[config.mk]
export PLATFORM = sky130hd
export DESIGN_NAME = connection_slot_allocator_top_flat
export DESIGN_NICKNAME = d
export VERILOG_FILES = /design/src/sv/csa_pkg.sv /design/src/sv/csa_if.sv /design/src/sv/connection_slot_allocator_top.sv /design/src/flat_wrapper.sv
export SDC_FILE = /design/constraint.sdc
export NUM_CORES = 2
export LEC_CHECK = 0
export ABC_CLOCK_PERIOD_IN_PS = 5700
export BUFFER_PORTS_ARGS = -buffer_cell sky130_fd_sc_hd__buf_2
export CAP_MARGIN = 15
export CELL_PAD_IN_SITES_DETAIL_PLACEMENT = 0
export CELL_PAD_IN_SITES_GLOBAL_PLACEMENT = 1
export CORE_MARGIN = 4
export CORE_UTILIZATION = 53
export DETAILED_ROUTE_END_ITERATION = 16
export PLACE_DENSITY_LB_ADDON = 0.1
export RECOVER_POWER = 25
export SLEW_MARGIN = 15
export SYNTH_ARGS = -nofsm -noshare
export SYNTH_HDL_FRONTEND = slang
export SYNTH_SLANG_ARGS = --single-unit
export TNS_END_PERCENT = 20
[constraint.sdc]
create_clock -name clk_i -period 5.7 [get_ports clk_i]
set_clock_uncertainty 0.15 [all_clocks]
set_input_delay 0.57 -clock clk_i [delete_from_list [all_inputs] [get_ports clk_i]]
set_output_delay 0.57 -clock clk_i [all_outputs]
set_load 0.05 [all_outputs]
[src/sv/csa_pkg.sv]
// ----------------------------------------------------------------------------
// csa_pkg
// Shared types and constants of the connection slot allocator.
// ----------------------------------------------------------------------------
package csa_pkg;

  // table geometry
  localparam int unsigned SLOTS  = 64;
  localparam int unsigned SLOT_W = $clog2(SLOTS);
  localparam int unsigned CNT_W  = $clog2(SLOTS + 1);

  // fixed field widths of the words
  localparam int unsigned IDX_W  = 6;
  localparam int unsigned PEER_W = 32;

  // request codes
  typedef enum logic [1:0] {
    ACT_ADD    = 2'd0,
    ACT_FREE   = 2'd1,
    ACT_REMOVE = 2'd2,
    ACT_GET    = 2'd3
  } action_e;

  // result codes
  typedef enum logic [1:0] {
    ST_OK        = 2'd0,
    ST_FULL      = 2'd1,
    ST_NOT_FOUND = 2'd2,
    ST_UNUSED    = 2'd3
  } status_e;

endpackage

[src/sv/csa_if.sv]
// ----------------------------------------------------------------------------
// csa_in_if / csa_out_if
// Valid/ready channels for request and result words of the slot allocator.
// ----------------------------------------------------------------------------
interface csa_in_if;
  logic                                 valid;
  logic                                 ready;
  logic        [1:0]                    action;
  logic signed [csa_pkg::PEER_W-1:0]    peer_address;
  logic        [csa_pkg::IDX_W-1:0]     slot_index;

  modport source (output valid, action, peer_address, slot_index, input ready);
  modport sink   (input valid, action, peer_address, slot_index, output ready);
endinterface

interface csa_out_if;
  logic                                 valid;
  logic                                 ready;
  logic        [1:0]                    status;
  logic        [csa_pkg::IDX_W-1:0]     result_slot;
  logic signed [csa_pkg::PEER_W-1:0]    result_peer;
  logic                                 table_full;

  modport source (output valid, status, result_slot, result_peer, table_full,
                  input ready);
  modport sink   (input valid, status, result_slot, result_peer, table_full,
                  output ready);
endinterface

[src/sv/connection_slot_allocator_top.sv]
// ----------------------------------------------------------------------------
// connection_slot_allocator_top
// Peer slot table with a LIFO free list, held in two single-port-read RAMs.
// ----------------------------------------------------------------------------
// Free and error answers go straight to S_OUT, add and get pass S_ADD or
//   S_GET, remove by peer scans in S_SCAN reading one table entry per cycle
// throughput: one request at a time; a new request is taken once the result
//   has moved to the output register, while that result may still wait
// reset: control and used bits clear, the free count is SLOTS, all at once;
//   the free list order comes from per-entry written flags, no clear needed
module connection_slot_allocator_top (
  input  logic        clk_i,
  input  logic        rst_ni,
  csa_in_if.sink      in_i,
  csa_out_if.source   out_o
);

  typedef enum logic [2:0] {
    S_IDLE,
    S_ADD,
    S_GET,
    S_SCAN,
    S_OUT
  } state_e;

  localparam int unsigned SW = csa_pkg::SLOT_W;
  localparam int unsigned CW = csa_pkg::CNT_W;
  localparam int unsigned PW = csa_pkg::PEER_W;
  localparam int unsigned IW = csa_pkg::IDX_W;

  // memories
  logic [PW-1:0] peer_mem [csa_pkg::SLOTS];
  logic [SW-1:0] stk_mem  [csa_pkg::SLOTS];

  // control registers
  state_e                 state_q, state_d;
  logic [CW-1:0]          cnt_q, cnt_d;
  logic [csa_pkg::SLOTS-1:0] used_q, used_d;
  logic [csa_pkg::SLOTS-1:0] stk_wr_q;
  logic [SW-1:0]          scan_q, scan_d;
  logic                   chk_vld_q, chk_vld_d;
  logic [SW-1:0]          chk_idx_q, chk_idx_d;
  logic                   out_valid_q, out_valid_d;

  // payload registers
  logic [PW-1:0]          peer_q, peer_d;
  csa_pkg::status_e       res_status_q, res_status_d;
  logic [SW-1:0]          res_slot_q, res_slot_d;
  logic [PW-1:0]          res_peer_q, res_peer_d;
  csa_pkg::status_e       out_status_q, out_status_d;
  logic [IW-1:0]          out_slot_q, out_slot_d;
  logic [PW-1:0]          out_peer_q, out_peer_d;
  logic                   out_full_q, out_full_d;

  // memory ports
  logic          peer_we, peer_re;
  logic [SW-1:0] peer_waddr, peer_raddr;
  logic [PW-1:0] peer_rdata_q;
  logic          stk_we, stk_re;
  logic [SW-1:0] stk_waddr, stk_raddr, stk_wdata;
  logic [SW-1:0] stk_rdata_q, stk_defval_q;
  logic          stk_def_q;

  logic          idx_ok;
  logic [SW-1:0] idx;
  logic [SW-1:0] pop_slot;

  assign idx      = in_i.slot_index[SW-1:0];
  assign idx_ok   = (32'(in_i.slot_index) < csa_pkg::SLOTS);
  assign pop_slot = stk_def_q ? stk_defval_q : stk_rdata_q;

  assign in_i.ready        = (state_q == S_IDLE);
  assign out_o.valid       = out_valid_q;
  assign out_o.status      = out_status_q;
  assign out_o.result_slot = out_slot_q;
  assign out_o.result_peer = out_peer_q;
  assign out_o.table_full  = out_full_q;

  // next state and memory controls
  always_comb begin
    state_d      = state_q;
    cnt_d        = cnt_q;
    used_d       = used_q;
    scan_d       = scan_q;
    chk_vld_d    = chk_vld_q;
    chk_idx_d    = chk_idx_q;
    peer_d       = peer_q;
    res_status_d = res_status_q;
    res_slot_d   = res_slot_q;
    res_peer_d   = res_peer_q;
    out_valid_d  = out_valid_q;
    out_status_d = out_status_q;
    out_slot_d   = out_slot_q;
    out_peer_d   = out_peer_q;
    out_full_d   = out_full_q;
    peer_we      = 1'b0;
    peer_re      = 1'b0;
    peer_waddr   = '0;
    peer_raddr   = '0;
    stk_we       = 1'b0;
    stk_re       = 1'b0;
    stk_waddr    = '0;
    stk_raddr    = '0;
    stk_wdata    = '0;

    // output word taken
    if (out_valid_q && out_o.ready) begin
      out_valid_d = 1'b0;
    end

    case (state_q)
      S_IDLE: begin
        if (in_i.valid) begin
          res_status_d = csa_pkg::ST_OK;
          res_slot_d   = '0;
          res_peer_d   = '0;
          peer_d       = in_i.peer_address;
          case (csa_pkg::action_e'(in_i.action))
            csa_pkg::ACT_ADD: begin
              if (cnt_q == '0) begin
                res_status_d = csa_pkg::ST_FULL;
                state_d      = S_OUT;
              end else begin
                stk_re    = 1'b1;
                stk_raddr = SW'(cnt_q - CW'(1));
                state_d   = S_ADD;
              end
            end
            csa_pkg::ACT_FREE: begin
              if (idx_ok && used_q[idx]) begin
                stk_we      = 1'b1;
                stk_waddr   = SW'(cnt_q);
                stk_wdata   = idx;
                used_d[idx] = 1'b0;
                cnt_d       = cnt_q + CW'(1);
                res_slot_d  = idx;
              end else begin
                res_status_d = csa_pkg::ST_UNUSED;
              end
              state_d = S_OUT;
            end
            csa_pkg::ACT_REMOVE: begin
              scan_d    = '0;
              chk_vld_d = 1'b0;
              state_d   = S_SCAN;
            end
            csa_pkg::ACT_GET: begin
              if (idx_ok && used_q[idx]) begin
                peer_re    = 1'b1;
                peer_raddr = idx;
                res_slot_d = idx;
                state_d    = S_GET;
              end else begin
                res_status_d = csa_pkg::ST_UNUSED;
                state_d      = S_OUT;
              end
            end
            default: begin
              res_status_d = csa_pkg::ST_UNUSED;
              state_d      = S_OUT;
            end
          endcase
        end
      end

      // pop: store the peer in the slot from the top of the free list
      S_ADD: begin
        peer_we          = 1'b1;
        peer_waddr       = pop_slot;
        used_d[pop_slot] = 1'b1;
        cnt_d            = cnt_q - CW'(1);
        res_slot_d       = pop_slot;
        state_d          = S_OUT;
      end

      S_GET: begin
        res_peer_d = peer_rdata_q;
        state_d    = S_OUT;
      end

      // scan: one read issued per cycle, compared in the cycle after
      S_SCAN: begin
        if (chk_vld_q && used_q[chk_idx_q] && (peer_rdata_q == peer_q)) begin
          stk_we            = 1'b1;
          stk_waddr         = SW'(cnt_q);
          stk_wdata         = chk_idx_q;
          used_d[chk_idx_q] = 1'b0;
          cnt_d             = cnt_q + CW'(1);
          res_slot_d        = chk_idx_q;
          state_d           = S_OUT;
        end else if (chk_vld_q && (32'(chk_idx_q) == csa_pkg::SLOTS - 1)) begin
          res_status_d = csa_pkg::ST_NOT_FOUND;
          state_d      = S_OUT;
        end else begin
          peer_re    = 1'b1;
          peer_raddr = scan_q;
          chk_vld_d  = 1'b1;
          chk_idx_d  = scan_q;
          scan_d     = scan_q + SW'(1);
        end
      end

      // hand the result to the output register
      S_OUT: begin
        if (!out_valid_q || out_o.ready) begin
          out_valid_d  = 1'b1;
          out_status_d = res_status_q;
          out_slot_d   = IW'(res_slot_q);
          out_peer_d   = res_peer_q;
          out_full_d   = (cnt_q == '0);
          state_d      = S_IDLE;
        end
      end

      default: begin
        state_d = S_IDLE;
      end
    endcase
  end

  // control state
  always_ff @(posedge clk_i or negedge rst_ni) begin
    if (!rst_ni) begin
      state_q     <= S_IDLE;
      cnt_q       <= CW'(csa_pkg::SLOTS);
      used_q      <= '0;
      scan_q      <= '0;
      chk_vld_q   <= 1'b0;
      chk_idx_q   <= '0;
      out_valid_q <= 1'b0;
    end else begin
      state_q     <= state_d;
      cnt_q       <= cnt_d;
      used_q      <= used_d;
      scan_q      <= scan_d;
      chk_vld_q   <= chk_vld_d;
      chk_idx_q   <= chk_idx_d;
      out_valid_q <= out_valid_d;
    end
  end

  // payload
  always_ff @(posedge clk_i) begin
    peer_q       <= peer_d;
    res_status_q <= res_status_d;
    res_slot_q   <= res_slot_d;
    res_peer_q   <= res_peer_d;
    out_status_q <= out_status_d;
    out_slot_q   <= out_slot_d;
    out_peer_q   <= out_peer_d;
    out_full_q   <= out_full_d;
  end

  // peer table ram
  always_ff @(posedge clk_i) begin
    if (peer_we) begin
      peer_mem[peer_waddr] <= peer_q;
    end
    if (peer_re) begin
      peer_rdata_q <= peer_mem[peer_raddr];
    end
  end

  // free list ram
  always_ff @(posedge clk_i) begin
    if (stk_we) begin
      stk_mem[stk_waddr] <= stk_wdata;
    end
    if (stk_re) begin
      stk_rdata_q  <= stk_mem[stk_raddr];
      stk_defval_q <= SW'(csa_pkg::SLOTS - 1 - 32'(stk_raddr));
    end
  end

  // free list written flags: an unwritten entry reads its reset order
  always_ff @(posedge clk_i or negedge rst_ni) begin
    if (!rst_ni) begin
      stk_wr_q  <= '0;
      stk_def_q <= 1'b1;
    end else begin
      if (stk_we) begin
        stk_wr_q[stk_waddr] <= 1'b1;
      end
      if (stk_re) begin
        stk_def_q <= !stk_wr_q[stk_raddr];
      end
    end
  end

endmodule

[src/flat_wrapper.sv]
// flat-port wrapper written by rule: the top's interface ports become plain ports
module connection_slot_allocator_top_flat 
  (clk_i, rst_ni, in_i_valid, in_i_action, in_i_peer_address, in_i_slot_index, in_i_ready, out_o_valid, out_o_status, out_o_result_slot, out_o_result_peer, out_o_table_full, out_o_ready);
  csa_in_if in_i_i ();
  csa_out_if out_o_i ();
  input  logic clk_i;
  input  logic rst_ni;
  input wire logic [$bits(in_i_i.valid)-1:0] in_i_valid;
  input wire logic [$bits(in_i_i.action)-1:0] in_i_action;
  input wire logic [$bits(in_i_i.peer_address)-1:0] in_i_peer_address;
  input wire logic [$bits(in_i_i.slot_index)-1:0] in_i_slot_index;
  output wire logic [$bits(in_i_i.ready)-1:0] in_i_ready;
  output wire logic [$bits(out_o_i.valid)-1:0] out_o_valid;
  output wire logic [$bits(out_o_i.status)-1:0] out_o_status;
  output wire logic [$bits(out_o_i.result_slot)-1:0] out_o_result_slot;
  output wire logic [$bits(out_o_i.result_peer)-1:0] out_o_result_peer;
  output wire logic [$bits(out_o_i.table_full)-1:0] out_o_table_full;
  input wire logic [$bits(out_o_i.ready)-1:0] out_o_ready;
  assign in_i_i.valid = in_i_valid;
  assign in_i_i.action = in_i_action;
  assign in_i_i.peer_address = in_i_peer_address;
  assign in_i_i.slot_index = in_i_slot_index;
  assign in_i_ready = in_i_i.ready;
  assign out_o_valid = out_o_i.valid;
  assign out_o_status = out_o_i.status;
  assign out_o_result_slot = out_o_i.result_slot;
  assign out_o_result_peer = out_o_i.result_peer;
  assign out_o_table_full = out_o_i.table_full;
  assign out_o_i.ready = out_o_ready;
  connection_slot_allocator_top u_core (.clk_i(clk_i), .rst_ni(rst_ni), .in_i(in_i_i), .out_o(out_o_i));
endmodule
==> impl_metrics.csv <==
group,metric,value,unit
status,status,"finished with violations",
status,violations,"capacitance limit, slew limit",
worst_setup_path,cp_cell_sequence,"xor2_1 > nor4b_1 > nand4_1 > or4_1 > a21o_2 > nand3_1 > buf_4 > o32ai_1 > buf_4 > nand2_4 > buf_4 > o221ai_1 > nor4_1 > nor4bb_1",
floorplanning,die-area,0.216,sq mm
cells_and_area,final_nets,8189,
clocking,htree_levels,5,
sta,fin_crit_sh,97.8,%
worst_setup_path,path_max_fanout,20,
power_and_ir_drop,power.switching,0.0124,W
clocking,clock_sinks,2742,
power_and_ir_drop,clockPowerShare,38.7,%
cells_and_area,synthToLayoutAreaGrowth,14.9,%
place,dp_hpwl,211000,um
floorplanning,num_rows,167,
global_routing,grt-ovfl-total,0,
yosys,syn_nets,7829,
routing,dr_total_vias,71900,
flow_run,maxCapViolations,27,
yosys,synthTopCellsByArea,"edfxtp_1 70%, nand2_1 5.0%, dfrtp_1 3.4%",
yosys,synth_edf_count,2589,
yosys,netlist_instances,7782,
yosys,postSynth.asyncResetShare,5.58,%
sta,post-route-min-period,5.58,ns
sta,relSlewSlack,-174,%
clocking,clk-insertion-delay-late,0.92,ns
routing,wl_per_cell,31.5,um
worst_setup_path,path_class,"register to register",
clocking,cts_root_buf,"clkbuf_16",
worst_setup_path,cpPeakStageDelay,0.76,ns
worst_setup_path,path_common_cell,"buf_4",
yosys,synth_common_cells,"2589 x edfxtp_1, 1472 x nand2_1, 669 x nand3_1",
power_and_ir_drop,p_leak,41.6,nW
global_routing,grt_pass1_vias,68000,
yosys,ys_ff_latch,2742,
power_and_ir_drop,p_comb_share,11.4,%
sta,timing.final.ws_setup,0.123,ns
clocking,clk_pin_slew_worst_paths,0.06,ns
worst_setup_path,cp.arrival,6.04,ns
power_and_ir_drop,p_seq_share,49.9,%
yosys,yosysTopAreaCellShare,70.4,%
floorplanning,core_area,0.207,sq mm
clocking,post_cts_buffers,0,
yosys,synth_cell_types,81,
clocking,cts_buffer_depth,4,
global_routing,met3_usage,5.72,%
floorplanning,die_h,464,um
global_routing,met1_usage,45.5,%
yosys,synthFlopType,"edfxtp_1",
floorplanning,initial_core_util,53.3,%
global_routing,met2_usage,49.0,%
sta,fmax,179,MHz
min_path,worstHoldPathType,"primary input to register",
routing,via_per_inst,6.44,
sta,hold_viol,0,
routing,post-route-drc-count,0,
cells_and_area,drive_gt1_share,14.3,%
power_and_ir_drop,swShare,25.8,%
yosys,syn_area,0.110,sq mm
global_routing,busiest_layer,"met2",
routing,initialDrtViolationCount,9615,
global_routing,grt_pass1_wl,499000,um
yosys,yosysMostFrequentCell,"edfxtp_1",
sta,rsz0062_at_grt,"no",
worst_setup_path,endpoint_kind,"register",
clocking,cts_tree,"built",
worst_setup_path,crit_family,"simple AND/OR/NAND/NOR gates",
global_routing,grt_use_total,32.0,%
sta,worst_slew_pin_slew,4.11,ns
place,pre_cts_slack,-0.119,ns
place,io_buffers,86,
floorplanning,num_io_pins,87,
place,gp_congestion,0.941,
worst_setup_path,cp_data_required_time,6.16,ns
power_and_ir_drop,pwr_density_cell,380,mW/mm^2
routing,antenna_left,0,
cells_and_area,final_util,61.3,%
sta,finalSetupViolations,0,
routing,postRouteWirelength,352000,um
power_and_ir_drop,peakVddDrop,0.350,mV
yosys,syn_area_per_cell,14.2,sq um
worst_setup_path,crit_slowest_cell,"nor4_1",
floorplanning,die_x,464,um
routing,dr.pass1.iters,9,
global_routing,grt_max_degree,77,
worst_setup_path,start_kind,"register",
sta,slew_viol_final,1729,
power_and_ir_drop,p_int,0.0358,W
yosys,ys_seq_area_share,73.9,%
global_routing,grt_antenna_before_repair,33,
clocking,numCtsBuffers,301,
worst_setup_path,crit_buf_inv,3,
yosys,netlist.top_cell.by_area,"edfxtp_1",
yosys,ys_warn_count,0,
## placed cells by master, fill, tap and decap left out, types with 82 or more instances in the layout
| cell | count |
|---|---|
| a211oi_1 | 217 |
| a21boi_0 | 192 |
| a21oi_1 | 143 |
| a311oi_1 | 220 |
| a31oi_1 | 82 |
| buf_4 | 390 |
| clkbuf_1 | 111 |
| clkbuf_16 | 307 |
| dfrtp_1 | 149 |
| edfxtp_1 | 2589 |
| mux2i_1 | 246 |
| nand2_1 | 1467 |
| nand3_1 | 668 |
| nor2_1 | 137 |
| o221ai_1 | 124 |
## layer usage
| layer | vias up | wire (um) |
|---|---|---|
| li1 | 30700 | - |
| met1 | 36500 | 140000 |
| met2 | 3933 | 161000 |
| met3 | 683 | 34500 |
| met4 | 20 | 16600 |
| met5 | - | 134 |
## kinds of logic (layout without fill, tap and decap cells)
group / count (synthesis) / in the layout / share of synthesized area (%)
buffers and inverters: 570 / 1137 / 2.17
adder cells (fa/ha/maj): 3 / 3 / 0.0340
AO/OA/AOI/OAI: 1252 / 1252 / 8.74
XOR/XNOR: 42 / 42 / 0.333
multiplexers: 327 / 327 / 3.16
flip-flops: 2742 / 2742 / 73.9
AND/OR/NAND/NOR: 2846 / 2846 / 11.7
other: 0 / 30 / 0
## final cells by class
cell class	instances	area [sq um]
fill	15600	80200
clock buffer	385	8040
tap	2788	3490
clock inverter	125	1220
timing repair buffer	613	5250
antenna	30	75.1
inverter	14	57.6
sequential	2742	81600
multi-input combinational	4470	27100
## final timing paths
| kind | slack (ns) | depth (start not counted) | startpoint | endpoint |
|---|---|---|---|---|
| setup / recovery | 0.12 | 14 | u_core.peer_q[20] | u_core.peer_rdata_q[15] |
| hold / removal | 0.13 | 3 | out_o_ready | u_core.out_o.valid |
| setup reg to reg | 0.12 | 14 | u_core.peer_q[20] | u_core.peer_rdata_q[15] |
| hold reg to reg | 0.27 | 0 | u_core.res_peer_q[1] | u_core.out_o.result_peer[1] |
| max in group asynchronous | 1.07 | 3 | rst_ni | u_core.cnt_q[0] |
| min in group asynchronous | 1.53 | 2 | rst_ni | u_core.used_q[0] |
## state kept, by name, summed over array words and instances (netlist names), 7 cells and up
| signal | cells |
|---|---|
| u_core.cnt_q | 7 |
| u_core.out_o.result_peer | 32 |
| u_core.peer_mem | 2048 |
| u_core.peer_q | 32 |
| u_core.peer_rdata_q | 32 |
| u_core.res_peer_q | 32 |
| u_core.stk_mem | 384 |
| u_core.stk_wr_q | 64 |
| u_core.used_q | 64 |
## per-stage QoR
| stage | total power (W) | setup TNS [ns] | std cells | hold slack [ns] | area, sq um |
|---|---|---|---|---|---|
| floorplan | 0.0272 | 0 | 7782 | 0.124 | 110000 |
| global placement | 0.0296 | -0.504 | 10600 | 0.255 | 117000 |
| detailed placement | 0.0297 | -0.122 | 10600 | 0.256 | 117000 |
| CTS | 0.0482 | 0 | 11100 | 0.106 | 127000 |
| global route | 0.0496 | 0 | 11200 | 0.0819 | 127000 |
| finish | 0.0482 | 0 | 11200 | 0.126 | 127000 |
## tightest hold or removal path, cell delays in order
cell and delay [ns]:
buf_2 0.08, nand2b_1 0.36, nand2_1 0.11
## timing repair
action / CTS / global route
hold buffers: 36 / 0
gates resized for setup: 2 / 1
hold endpoints to repair: 101 / 0
gates cloned: 0 / 0
endpoints found under the setup margin: 1 / 1
pin swaps: 0 / 0
## power groups by stage
| stage | Clock, W | Sequential (W) | Combinational, W |
|---|---|---|---|
| 4_1_cts | 0.0188 | 0.0239 | 0.00541 |
| 6_report | 0.0186 | 0.0240 | 0.00548 |
| 3_3_place_gp | 0 | 0.0243 | 0.00531 |
| 5_1_grt | 0.0197 | 0.0241 | 0.00576 |
| 2_1_floorplan | 0 | 0.0247 | 0.00248 |
| 3_5_place_dp | 0 | 0.0243 | 0.00538 |
(Power assumes the default switching activity.)
